`src/sv/csce_pkg.sv`:
```
// Shared types and constants of the capture stack commit engine.
// No dependencies; every other file except csce_ram imports this package.
package csce_pkg;

  localparam int STACK_DEPTH_DEF = 32;

  // Request codes
  typedef enum logic [1:0] {
    REQ_PUSH   = 2'd0,
    REQ_POP_H  = 2'd1,
    REQ_POP_T  = 2'd2,
    REQ_COMMIT = 2'd3
  } req_e;

  // Result status codes
  typedef enum logic [2:0] {
    ST_PUSHED   = 3'd0,
    ST_POPPED   = 3'd1,
    ST_IGNORED  = 3'd2,
    ST_FIRED    = 3'd3,
    ST_EMPTY    = 3'd4,
    ST_OVERFLOW = 3'd5
  } status_e;

  // Target kinds
  localparam logic [1:0] KIND_VAR  = 2'd0;
  localparam logic [1:0] KIND_PTR  = 2'd1;
  localparam logic [1:0] KIND_CALL = 2'd2;

  typedef struct packed {
    logic [1:0]         req_type;
    logic [1:0]         target_kind;
    logic [31:0]        target_id;
    logic [31:0]        text_ref;
    logic signed [15:0] text_len;
    logic [5:0]         handle;
  } in_word_t;

  typedef struct packed {
    status_e     status;
    logic [5:0]  out_handle;
    logic [1:0]  fire_kind;
    logic [31:0] fire_id;
    logic [31:0] fire_text_ref;
    logic [14:0] fire_text_len;
    logic        last;
    logic [5:0]  depth;
  } out_word_t;

  // One stored capture
  typedef struct packed {
    logic [1:0]  kind;
    logic [31:0] id;
    logic [31:0] text_ref;
    logic [14:0] text_len;
  } entry_t;

  // Classified command passed from front to back
  typedef struct packed {
    req_e       op;
    entry_t     entry;
    logic [5:0] handle;
  } cmd_t;

endpackage

```
`src/sv/capture_stack_commit_engine_core.sv`:
```
// Capture stack commit engine, top level: front queue plus back sequencer.
// Depends on csce_pkg, csce_front and csce_back.
//
// Each request word passes a two-word command queue and is then carried out
// by a sequencer over a stack held in one RAM (one read port, registered).
// A request word passes the queue slot and the command register, and its
// result leaves through the output register. Push and an ignored pop by
// handle finish in the execute state. A pop by handle that succeeds and every
// pop-top drop dead entries from the top. Commit steps through the entries,
// skipping dead ones; a live variable or pointer entry with a nonzero id is
// compared with each later live entry for a superseding write, ending at the
// next call entry, and fires unless one is found. A closing state ends the
// commit. A stalled receiver holds the sequencer. Results leave through an
// output register, so the front keeps taking words while a result waits,
// until its queue is full.
module capture_stack_commit_engine_core #(
  parameter int STACK_DEPTH = csce_pkg::STACK_DEPTH_DEF
) (
  input  logic                clk_i,
  input  logic                rst_ni,
  input  logic                in_valid_i,
  output logic                in_ready_o,
  input  csce_pkg::in_word_t  in_word_i,
  output logic                out_valid_o,
  input  logic                out_ready_i,
  output csce_pkg::out_word_t out_word_o
);
  import csce_pkg::*;

  cmd_t cmd;
  logic cmd_valid, cmd_ready;

  csce_front u_front (
    .clk_i      (clk_i),
    .rst_ni     (rst_ni),
    .in_valid_i (in_valid_i),
    .in_ready_o (in_ready_o),
    .in_word_i  (in_word_i),
    .cmd_valid_o(cmd_valid),
    .cmd_ready_i(cmd_ready),
    .cmd_o      (cmd)
  );

  csce_back #(.STACK_DEPTH(STACK_DEPTH)) u_back (
    .clk_i      (clk_i),
    .rst_ni     (rst_ni),
    .cmd_valid_i(cmd_valid),
    .cmd_ready_o(cmd_ready),
    .cmd_i      (cmd),
    .out_valid_o(out_valid_o),
    .out_ready_i(out_ready_i),
    .out_word_o (out_word_o)
  );

endmodule

```
`src/sv/csce_ram.sv`:
```
// Generic single-write, single-read RAM with registered read data.
// No dependencies.
module csce_ram #(
  parameter int WIDTH = 8,
  parameter int DEPTH = 32
) (
  input  logic                     clk_i,
  input  logic                     wr_en_i,
  input  logic [$clog2(DEPTH)-1:0] wr_addr_i,
  input  logic [WIDTH-1:0]         wr_data_i,
  input  logic [$clog2(DEPTH)-1:0] rd_addr_i,
  output logic [WIDTH-1:0]         rd_data_o
);

  logic [WIDTH-1:0] mem_q [DEPTH];

  always_ff @(posedge clk_i) begin
    if (wr_en_i) begin
      mem_q[wr_addr_i] <= wr_data_i;
    end
    rd_data_o <= mem_q[rd_addr_i];
  end

endmodule

```
`src/sv/csce_front.sv`:
```
// Front end: accepts request words, clamps the length and queues commands.
// Depends on csce_pkg.
module csce_front (
  input  logic               clk_i,
  input  logic               rst_ni,
  input  logic               in_valid_i,
  output logic               in_ready_o,
  input  csce_pkg::in_word_t in_word_i,
  output logic               cmd_valid_o,
  input  logic               cmd_ready_i,
  output csce_pkg::cmd_t     cmd_o
);
  import csce_pkg::*;

  cmd_t       slot_q [2];
  logic       wr_ptr_q, wr_ptr_d, rd_ptr_q, rd_ptr_d;
  logic [1:0] cnt_q, cnt_d;
  cmd_t       cls;
  logic       push, pop;

  // Classify: negative lengths stored as zero
  always_comb begin
    cls.op             = req_e'(in_word_i.req_type);
    cls.entry.kind     = in_word_i.target_kind;
    cls.entry.id       = in_word_i.target_id;
    cls.entry.text_ref = in_word_i.text_ref;
    cls.entry.text_len = in_word_i.text_len[15] ? 15'd0 : in_word_i.text_len[14:0];
    cls.handle         = in_word_i.handle;
  end

  assign in_ready_o  = (cnt_q != 2'd2);
  assign cmd_valid_o = (cnt_q != 2'd0);
  assign cmd_o       = slot_q[rd_ptr_q];
  assign push        = in_valid_i && in_ready_o;
  assign pop         = cmd_valid_o && cmd_ready_i;

  // Two-word queue pointers
  always_comb begin
    wr_ptr_d = push ? ~wr_ptr_q : wr_ptr_q;
    rd_ptr_d = pop ? ~rd_ptr_q : rd_ptr_q;
    cnt_d    = cnt_q + {1'b0, push} - {1'b0, pop};
  end

  always_ff @(posedge clk_i or negedge rst_ni) begin
    if (!rst_ni) begin
      wr_ptr_q <= 1'b0;
      rd_ptr_q <= 1'b0;
      cnt_q    <= 2'd0;
    end else begin
      wr_ptr_q <= wr_ptr_d;
      rd_ptr_q <= rd_ptr_d;
      cnt_q    <= cnt_d;
    end
  end

  always_ff @(posedge clk_i) begin
    if (push) begin
      slot_q[wr_ptr_q] <= cls;
    end
  end

endmodule

```
`src/sv/csce_back.sv`:
```
// Back end: stack state, commit sequencer and output register.
// Depends on csce_pkg and csce_ram.
module csce_back #(
  parameter int STACK_DEPTH = csce_pkg::STACK_DEPTH_DEF
) (
  input  logic                clk_i,
  input  logic                rst_ni,
  input  logic                cmd_valid_i,
  output logic                cmd_ready_o,
  input  csce_pkg::cmd_t      cmd_i,
  output logic                out_valid_o,
  input  logic                out_ready_i,
  output csce_pkg::out_word_t out_word_o
);
  import csce_pkg::*;

  localparam int IW = $clog2(STACK_DEPTH);
  localparam int CW = $clog2(STACK_DEPTH + 1);

  typedef enum logic [8:0] {
    S_IDLE   = 9'b000000001,
    S_EXEC   = 9'b000000010,
    S_DROP   = 9'b000000100,
    S_CLOAD  = 9'b000001000,
    S_CLATCH = 9'b000010000,
    S_SCAN   = 9'b000100000,
    S_CMP    = 9'b001000000,
    S_FIRE   = 9'b010000000,
    S_CEND   = 9'b100000000
  } state_e;

  state_e          state_q, state_d;
  cmd_t            cmd_q;
  logic [CW-1:0]   top_q, top_d, i_q, i_d, j_q, j_d;
  logic            live_q [STACK_DEPTH];
  logic            pop_top_q, pop_top_d;
  entry_t          cur_q, cur_d, pend_q, pend_d;
  logic            pend_v_q, pend_v_d;
  logic            out_valid_q;
  out_word_t       out_q, emit_word;
  logic            emit, out_free;

  logic            live_wr, live_val;
  logic [IW-1:0]   live_idx;
  logic            ram_we;
  logic [IW-1:0]   rd_addr;
  entry_t          rd_data;

  logic [6:0]      top7, h7, top_p1;
  logic [5:0]      hm1;
  logic [CW-1:0]   tm1;
  logic [IW-1:0]   h_idx, tm1_idx;
  logic            h_bad;

  csce_ram #(.WIDTH($bits(entry_t)), .DEPTH(STACK_DEPTH)) u_ram (
    .clk_i    (clk_i),
    .wr_en_i  (ram_we),
    .wr_addr_i(top_q[IW-1:0]),
    .wr_data_i(cmd_q.entry),
    .rd_addr_i(rd_addr),
    .rd_data_o(rd_data)
  );

  assign out_free    = !out_valid_q || out_ready_i;
  assign out_valid_o = out_valid_q;
  assign out_word_o  = out_q;
  assign cmd_ready_o = (state_q == S_IDLE);

  // Handle and top arithmetic
  always_comb begin
    top7    = 7'(top_q);
    h7      = {1'b0, cmd_q.handle};
    top_p1  = top7 + 7'd1;
    hm1     = cmd_q.handle - 6'd1;
    h_idx   = hm1[IW-1:0];
    tm1     = top_q - CW'(1);
    tm1_idx = tm1[IW-1:0];
    h_bad   = (cmd_q.handle == 6'd0) || (h7 > top7);
    if (!h_bad) h_bad = !live_q[h_idx];
  end

  assign rd_addr = (state_q == S_SCAN) ? j_q[IW-1:0] : i_q[IW-1:0];

  // Sequencer
  always_comb begin
    state_d   = state_q;
    top_d     = top_q;
    i_d       = i_q;
    j_d       = j_q;
    pop_top_d = pop_top_q;
    cur_d     = cur_q;
    pend_d    = pend_q;
    pend_v_d  = pend_v_q;
    live_wr   = 1'b0;
    live_idx  = top_q[IW-1:0];
    live_val  = 1'b0;
    ram_we    = 1'b0;
    emit      = 1'b0;
    emit_word = '0;
    emit_word.status = ST_IGNORED;
    emit_word.last   = 1'b1;
    emit_word.depth  = top7[5:0];
    case (state_q)
      S_IDLE: begin
        if (cmd_valid_i) state_d = S_EXEC;
      end
      S_EXEC: begin
        if (out_free) begin
          case (cmd_q.op)
            REQ_PUSH: begin
              emit = 1'b1;
              state_d = S_IDLE;
              if (top7 >= 7'(STACK_DEPTH)) begin
                emit_word.status = ST_OVERFLOW;
              end else begin
                ram_we   = 1'b1;
                live_wr  = 1'b1;
                live_val = 1'b1;
                top_d    = top_q + CW'(1);
                emit_word.status     = ST_PUSHED;
                emit_word.out_handle = top_p1[5:0];
                emit_word.depth      = top_p1[5:0];
              end
            end
            REQ_POP_H: begin
              if (h_bad) begin
                emit    = 1'b1;
                state_d = S_IDLE;
              end else begin
                live_wr   = 1'b1;
                live_idx  = h_idx;
                pop_top_d = 1'b0;
                state_d   = S_DROP;
              end
            end
            REQ_POP_T: begin
              pop_top_d = 1'b1;
              state_d   = S_DROP;
            end
            REQ_COMMIT: begin
              i_d      = '0;
              pend_v_d = 1'b0;
              state_d  = S_CLOAD;
            end
            default: state_d = S_IDLE;
          endcase
        end
      end
      // Drop dead entries at the top, one per cycle
      S_DROP: begin
        if (top_q != '0 && !live_q[tm1_idx]) begin
          top_d = tm1;
        end else if (out_free) begin
          emit    = 1'b1;
          state_d = S_IDLE;
          emit_word.status = ST_POPPED;
          if (pop_top_q) begin
            if (top_q == '0) begin
              emit_word.status = ST_IGNORED;
            end else begin
              live_wr  = 1'b1;
              live_idx = tm1_idx;
              top_d    = tm1;
              emit_word.depth = 6'(7'(tm1));
            end
          end
        end
      end
      // Commit: pick next live entry i
      S_CLOAD: begin
        if (i_q >= top_q) begin
          state_d = S_CEND;
        end else if (!live_q[i_q[IW-1:0]]) begin
          i_d = i_q + CW'(1);
        end else begin
          state_d = S_CLATCH;
        end
      end
      S_CLATCH: begin
        cur_d = rd_data;
        if ((rd_data.kind != KIND_VAR && rd_data.kind != KIND_PTR) ||
            rd_data.id == 32'd0) begin
          state_d = S_FIRE;
        end else begin
          j_d     = i_q + CW'(1);
          state_d = S_SCAN;
        end
      end
      // Search later entries for a superseding write
      S_SCAN: begin
        if (j_q >= top_q) begin
          state_d = S_FIRE;
        end else if (!live_q[j_q[IW-1:0]]) begin
          j_d = j_q + CW'(1);
        end else begin
          state_d = S_CMP;
        end
      end
      S_CMP: begin
        if (rd_data.kind == KIND_CALL) begin
          state_d = S_FIRE;
        end else if (rd_data.kind == cur_q.kind && rd_data.id == cur_q.id) begin
          i_d     = i_q + CW'(1);
          state_d = S_CLOAD;
        end else begin
          j_d     = j_q + CW'(1);
          state_d = S_SCAN;
        end
      end
      // Hold one fired entry back so the final one can carry last
      S_FIRE: begin
        if (!pend_v_q || out_free) begin
          if (pend_v_q) begin
            emit = 1'b1;
            emit_word.status        = ST_FIRED;
            emit_word.fire_kind     = pend_q.kind;
            emit_word.fire_id       = pend_q.id;
            emit_word.fire_text_ref = pend_q.text_ref;
            emit_word.fire_text_len = pend_q.text_len;
            emit_word.last          = 1'b0;
            emit_word.depth         = 6'd0;
          end
          pend_d   = cur_q;
          pend_v_d = 1'b1;
          i_d      = i_q + CW'(1);
          state_d  = S_CLOAD;
        end
      end
      S_CEND: begin
        if (out_free) begin
          emit    = 1'b1;
          top_d   = '0;
          state_d = S_IDLE;
          emit_word.depth = 6'd0;
          if (pend_v_q) begin
            emit_word.status        = ST_FIRED;
            emit_word.fire_kind     = pend_q.kind;
            emit_word.fire_id       = pend_q.id;
            emit_word.fire_text_ref = pend_q.text_ref;
            emit_word.fire_text_len = pend_q.text_len;
          end else begin
            emit_word.status = ST_EMPTY;
          end
        end
      end
      default: state_d = S_IDLE;
    endcase
  end

  // Control registers
  always_ff @(posedge clk_i or negedge rst_ni) begin
    if (!rst_ni) begin
      state_q     <= S_IDLE;
      top_q       <= '0;
      out_valid_q <= 1'b0;
      pend_v_q    <= 1'b0;
    end else begin
      state_q  <= state_d;
      top_q    <= top_d;
      pend_v_q <= pend_v_d;
      if (emit) begin
        out_valid_q <= 1'b1;
      end else if (out_ready_i) begin
        out_valid_q <= 1'b0;
      end
    end
  end

  // Datapath registers
  always_ff @(posedge clk_i) begin
    if (state_q == S_IDLE && cmd_valid_i) cmd_q <= cmd_i;
    if (emit) out_q <= emit_word;
    if (live_wr) live_q[live_idx] <= live_val;
    i_q       <= i_d;
    j_q       <= j_d;
    pop_top_q <= pop_top_d;
    cur_q     <= cur_d;
    pend_q    <= pend_d;
  end

endmodule

```
`config.mk`:
```
export PLATFORM = sky130hd
export DESIGN_NAME = capture_stack_commit_engine_core
export DESIGN_NICKNAME = d
export VERILOG_FILES = /design/src/sv/csce_pkg.sv /design/src/sv/capture_stack_commit_engine_core.sv /design/src/sv/csce_ram.sv /design/src/sv/csce_front.sv /design/src/sv/csce_back.sv
export SDC_FILE = /design/constraint.sdc
export NUM_CORES = 2
export LEC_CHECK = 0
export BUFFER_PORTS_ARGS = -buffer_cell sky130_fd_sc_hd__buf_2
export CORE_MARGIN = 2
export CORE_UTILIZATION = 50
export DETAILED_ROUTE_END_ITERATION = 16
export PLACE_DENSITY = 0.76
export SYNTH_ARGS = -nofsm -noshare
export SYNTH_HDL_FRONTEND = slang
export SYNTH_SLANG_ARGS = --single-unit
```
`constraint.sdc`:
```
create_clock -name clk_i -period 25.7 [get_ports clk_i]
set_input_delay 1.285 -clock clk_i [delete_from_list [all_inputs] [get_ports clk_i]]
set_output_delay 1.285 -clock clk_i [all_outputs]
set_load 0.05 [all_outputs]
```
; Word level (Yosys, flattened, before mapping)
; Memories as Yosys holds them, arrays and structs flattened. A register that Yosys moved wholly into a read port is not among the register bits.
; Index checks and enable logic that the tools add are counted.
[word_totals]
ff_bits = 293
output_inout_bits = 99
input_bits = 94
ram_bits = 2802
n_memories = 3
word_cells = 223
[classes]
n_lt_le_gt_ge = 4
mux = 108
eq_ne = 35
addsub = 8
bitwise = 5
n_reduce_logical = 34
[mem_list]
columns = memory, depth, width, read_ports, rd_ports_with_merged_regs, wr, line
row1 = u_back.u_ram.mem_q, 32, 81, 1, 1, 1, csce_ram.sv:15  ; logic [WIDTH-1:0] mem_q [DEPTH];
row2 = u_front.slot_q, 2, 89, 1, 1, 1, csce_front.sv:15  ; cmd_t slot_q [2];
row3 = u_back.live_q, 32, 1, 4, 2, 1, csce_back.sv:35  ; logic live_q [STACK_DEPTH];
[ops]
columns = operator, count
row1 = $mux W88, 2
row2 = $mux W81, 2
row3 = $pmux W81 S2, 1
row4 = $mux W6, 26
row5 = $mux W9, 12
row6 = $pmux W9 S9, 1
row7 = $mux W5, 10
row8 = $pmux W6 S4, 2
row9 = $pmux W6 S3, 2
row10 = $pmux W9 S4, 1
row11 = $eq A32 B32 Y1, 1
row12 = $logic_not A32 Y1, 1
row13 = $mux W1, 30
row14 = $ne A2 B2 Y1 const B, 13
row15 = $add A6 B1 Y6 const B, 4
row16 = $mux W3, 8
row17 = $mux W15, 1
row18 = $ge A6 B6 Y1, 2
row19 = $logic_not A6 Y1, 2
row20 = $pmux W3 S4, 1
row21 = $reduce_and A4 Y1, 3
row22 = $reduce_and A6 Y1, 2
row23 = $ne A2 B1 Y1 const B, 5
row24 = $pmux W1 S2, 5
row25 = other kinds (36), 57

; Longest topological paths before layout
; An unclocked memory read counts as a cell.
[logic_depth]
ltp_word = 10
mapped_depth = 16
mapped_depth_nobuf = 11

; By module
; Synthesis repeated with hierarchy kept, for this count alone.
[unflattened]
cells_unflattened = 6139
area_unflattened_um2 = 124709.6
[by_module_without_submodules]
columns = module, seq_area_each_um2, area_each_um2, cells_per_inst, n_inst
row1 = csce_ram, 79456.2, 100153.6, 4732, 1
row2 = csce_back, 12428.2, 17382.9, 1097, 1
row3 = csce_front, 5445.2, 7173.1, 310, 1

; Worst setup path before layout
; No wires, ideal clock.
[synth_path]
path_type = register to register
startpoint = reg u_back.state_q[8]
endpoint = reg with a tool-made name
required_time_ps = 25579
stages_incl_launch_ff = 9
t_arrival_ps = 8977
setup_ps = 121
path_slack_ps = 16602
synth_period_minus_slack_ps = 9098
path_buffers = 1
cell_sequence = dfrtp_1 -> or4_4 -> or4_1 -> nor3b_1 -> o21ai_0 -> o21ai_0 -> or2_2 -> clkbuf_1 -> mux2_2
[synth_lines]
columns = element, line
row1 = from (decl), csce_back.sv:32  ; state_e state_q, state_d;
row2 = from (signal assigned), csce_back.sv:258  ; state_q <= state_d;

; Worst setup path after layout
[layout_path]
startpoint = reg u_back.state_q[8]
endpoint = reg u_back.u_ram.rd_data_o[26] (read register of u_back.u_ram.mem_q)
[layout_via]
elab_chain_cells = 2
[layout_rtl]
columns = element, line
row1 = $eq A9 B6 Y1, csce_back.sv:82  ; assign rd_addr = (state_q == S_SCAN) ? j_q[IW-1:0] : i_q[IW-1:0];
row2 = $mux W5, csce_back.sv:82
row3 = to (decl), csce_ram.sv:12  ; output logic [WIDTH-1:0] rd_data_o
; Every way passes these cells.
; A chain may end at the register's enable or synchronous reset.

==> summary.md <==
| Metric | Value |
|---|---|
| Status | finished clean |
| Clock Path Buffers | 4 |
| Max VDD drop | 0.0909 mV |
| Layout Skew | 67.2 ps |
| Hold Violations, Final | 0 |
| Worst Path Arrival | 8420 ps |
| # port buffers | 192 |
| Layout Cells excl Fill | 12.0k |
| Post-Syn Nets | 8441 |
| Synth Area per Inst | 15.3 sq um |
| Top-area cell type share of the netlist area | 0.746 |
| Placeable Area | 0.254 sq mm |
| First-pass GRT wire length | 475 mm |
| Critical path type | reg -> reg |
| Die ar. | 0.259 sq mm |
| Sequential share of the synthesized area | 0.765 |
| Synth Area in Compound Gates | 0.102 |
| Filler Cells Inserted | 18.9k |
| Drt pass-1 iters | 9 |
| P_leak | 45.3 nW |
| Cell Pwr Density | 107 mW/mm^2 |
| Max Slew Vio Count | 0 |
| Least-Margin Pin Slew | 1280 ps |
| Post-route setup TNS | 0 ps |
| Xor/xnor cell area share of the yosys netlist | 0.00392 |
| Worst r2r src | u_back.state_q[8] |
| Maximum clock frequency | 131 MHz |
| CP Launch Type | flop |
| Required @ worst endpoint | 26510 ps |
| Ys flop type | edfxtp_1 |
| Tcrit/Tclk final | 0.296 |
| Row Count | 185 |
| CTS tree | done |
| Antenna Nets Post-Route | 0 |
| Placed instance area | 0.132 sq mm |
| Vias in the first global route | 72.7k |
| Routed wire length | 330 mm |
| Post-CTS Setup Inserts | 0 |
| H-tree depth | 5 |
| Cells after Synth | 8318 |
| Clock Pin Slew Worst Setup and Hold Paths | 70 ps |
| Most instantiated library cell after synthesis | edfxtp_1 |
| Design area | 0.142 sq mm |
| Largest family of logic cells by synthesized area | compound AO/OA/AOI/OAI gates |
| Setup crit end kind | flop |
| Mux cell area share after synthesis | 0.0161 |
| Worst r2r path cells | 13 |
| Adder and majority gate portion of the synthesized area | 0.00285 |
| RSZ-0062 raised after global routing | false |
| Dpl cells | 11.4k |
| Gpl congestion | 0.836 |
| Period minus WS final | 7600 ps |
| Clk_lat worst skew | 960 ps |
| Root buffer cell | clkbuf_16 |
| Number of synthesized register bits | 3275 |
| Die X | 509 um |
| R2R setup slack | 18100 ps |
| Io pins | 193 |
| Layout area overhead | 11.9% |
| Mapped cell area | 0.127 sq mm |
| # DRC | 0 |
| Post-synth top cells | edfxtp_1, nand2_1, a211oi_1, and2_1, clkbuf_1 |
| HPWL after DPL | 152 mm |
| Initial Utilization | 0.502 |
| Total power draw | 15.2 mW |
| Initial antenna violation count | 9 |
| CTS buffer count | 340 |
| Max-Cap Viols | 0 |
| Die height | 509 um |
| Clock Sinks | 3275 |
| Synth warn | 0 |
| R2r endpoint | u_back.u_ram.rd_data_o[26] |
| Starting DRT DRC Count | 11.7k |
| Cts repair resizes | 0 |
| Synth unique cells | 72 |
| Vias per cell | 6.34 |
| Synth Area in Simple Gates | 0.0912 |
| Routed wire per std cell | 27.5 um |
| GRT Total Usage | 0.248 |
| HP Class | in -> async |
| Crit path launch | u_back.state_q[8] |
| Fraction of registers with async set/reset | 0.00641 |
| Crit path max fanout | 100 |
| Final layout net count | 8492 |
| Layout cells sized above 1 | 0.112 |
| Ranking of synthesized cells by area | edfxtp_1, a211oi_1, nand2_1 |
| CTS Hold Buffers Added | 0 |
| Pin count of the biggest net entering global routing | 255 |
| Overflow after GRT | 0 |
| Max-slew headroom | 0.144 |
| Number of synthesized flops with an enable pin | 3163 |
| Final setup vio count | 0 |
| Vias | 76.1k |
| Cell taking the most area after synthesis | edfxtp_1 |
| Layout Utilization | 0.562 |
## cell families after synthesis
| family | count (synthesis) |
|---|---|
| compound gates | 1740 |
| xor+xnor | 57 |
| mux | 156 |
| buf+inv | 621 |
| fa+ha+maj | 29 |
| flops | 3275 |
| simple gates | 2440 |
## how the worst max path moves through the flow
| stage | slack, ps | endpoint |
|---|---|---|
| final | 18100 | u_back.u_ram.rd_data_o[26] |
| after global routing | 17770 | u_back.u_ram.rd_data_o[27] |
| after CTS | 18310 | u_back.u_ram.rd_data_o[27] |
| after detailed placement | 18420 | u_back.u_ram.rd_data_o[26] |
| after global placement | 18560 | u_back.u_ram.rd_data_o[24] |
| after floorplan | 16600 | flop |
## worst max-delay path, stage by stage (launching register included)
cell,delay [ps]
dfrtp_1,430
or4_4,580
or3_1,340
or4_1,660
a21oi_4,220
buf_4,590
buf_4,970
buf_4,820
buf_4,810
buf_4,830
a211oi_1,220
a311oi_1,320
a211oi_1,110
nor4_1,310
## metrics by stage
| stage | setup slack (ps) | hold WS, ps |
|---|---|---|
| 2_1_floorplan | 16600 | 386 |
| 5_1_grt | 17770 | 304 |
| 6_report | 18100 | 310 |
| 3_3_place_gp | 18560 | 388 |
| 3_5_place_dp | 18420 | 390 |
| 4_1_cts | 18310 | 253 |
## metal layers
layer / share of wire / vias to the layer above / track usage
met5: 0.00019 / - / 0
met2: 0.47 / 4898 / 0.394
met1: 0.38 / 38000 / 0.345
met3: 0.11 / 789 / 0.0404
met4: 0.039 / 6 / 0.0979
li1: - / 32400 / -
## power breakdown
group	leakage (nW)	switching, mW	internal [mW]
combinational	10.4	1.97	0.849
clock	5.27	1.96	2.81
sequential	29.6	0.722	6.89
## cells in the final DEF (no fill, tap or decap), drive strengths merged, types with 6 or more instances in the layout
| cell type | n |
|---|---|
| and3 | 6 |
| nor4 | 95 |
| bufinv | 25 |
| a311oi | 326 |
| buf | 303 |
| clkinvlp | 8 |
| nor3 | 21 |
| a21o | 11 |
| or3 | 10 |
| nor2 | 113 |
| dfrtp | 20 |
| xnor2 | 47 |
| mux4 | 29 |
| mux2i | 23 |
| nor3b | 8 |
| nand2b | 7 |
| xor2 | 10 |
| nand4 | 17 |
| edfxtp | 3163 |
| or4 | 7 |
| o21ai | 27 |
| a211oi | 977 |
| clkinv | 98 |
| dfxtp | 91 |
| nor2b | 24 |
| nand3 | 45 |
| inv | 36 |
| a21oi | 28 |
| a31oi | 333 |
| nand2 | 1340 |
| clkbuf | 461 |
| and2 | 732 |
| ha | 29 |
| mux2 | 104 |
## registers in the layout (all words and copies together) (netlist names), named ones only
name,cells
u_back.cmd_q,89
u_back.cur_q,81
u_back.i_q,6
u_back.j_q,6
u_back.live_q,32
u_back.out_valid_o,1
u_back.out_word_o,97
u_back.pend_q,81
u_back.pend_v_q,1
u_back.pop_top_q,1
u_back.state_q,9
u_back.top_q,6
u_back.u_ram.mem_q,2592
u_back.u_ram.rd_data_o,81
u_front.cnt_q,2
u_front.rd_ptr_q,1
u_front.slot_q,178
u_front.wr_ptr_q,1
## final cells by class
cell class | count | area, sq um | share of cell area
Sequential cell | 3275 | 97300 | 0.683
Multi-Input combinational cell | 4422 | 27900 | 0.196
Clock buffer | 461 | 9410 | 0.0660
Tap cell | 3366 | 4210 | 0.0296
Timing Repair Buffer | 303 | 2170 | 0.0152
Clock inverter | 140 | 1370 | 0.00963
Inverter | 27 | 101 | 0.000711
Antenna cell | 5 | 12.5 | 0.0000878
No activity file was read; power rests on OpenSTA's default activity.
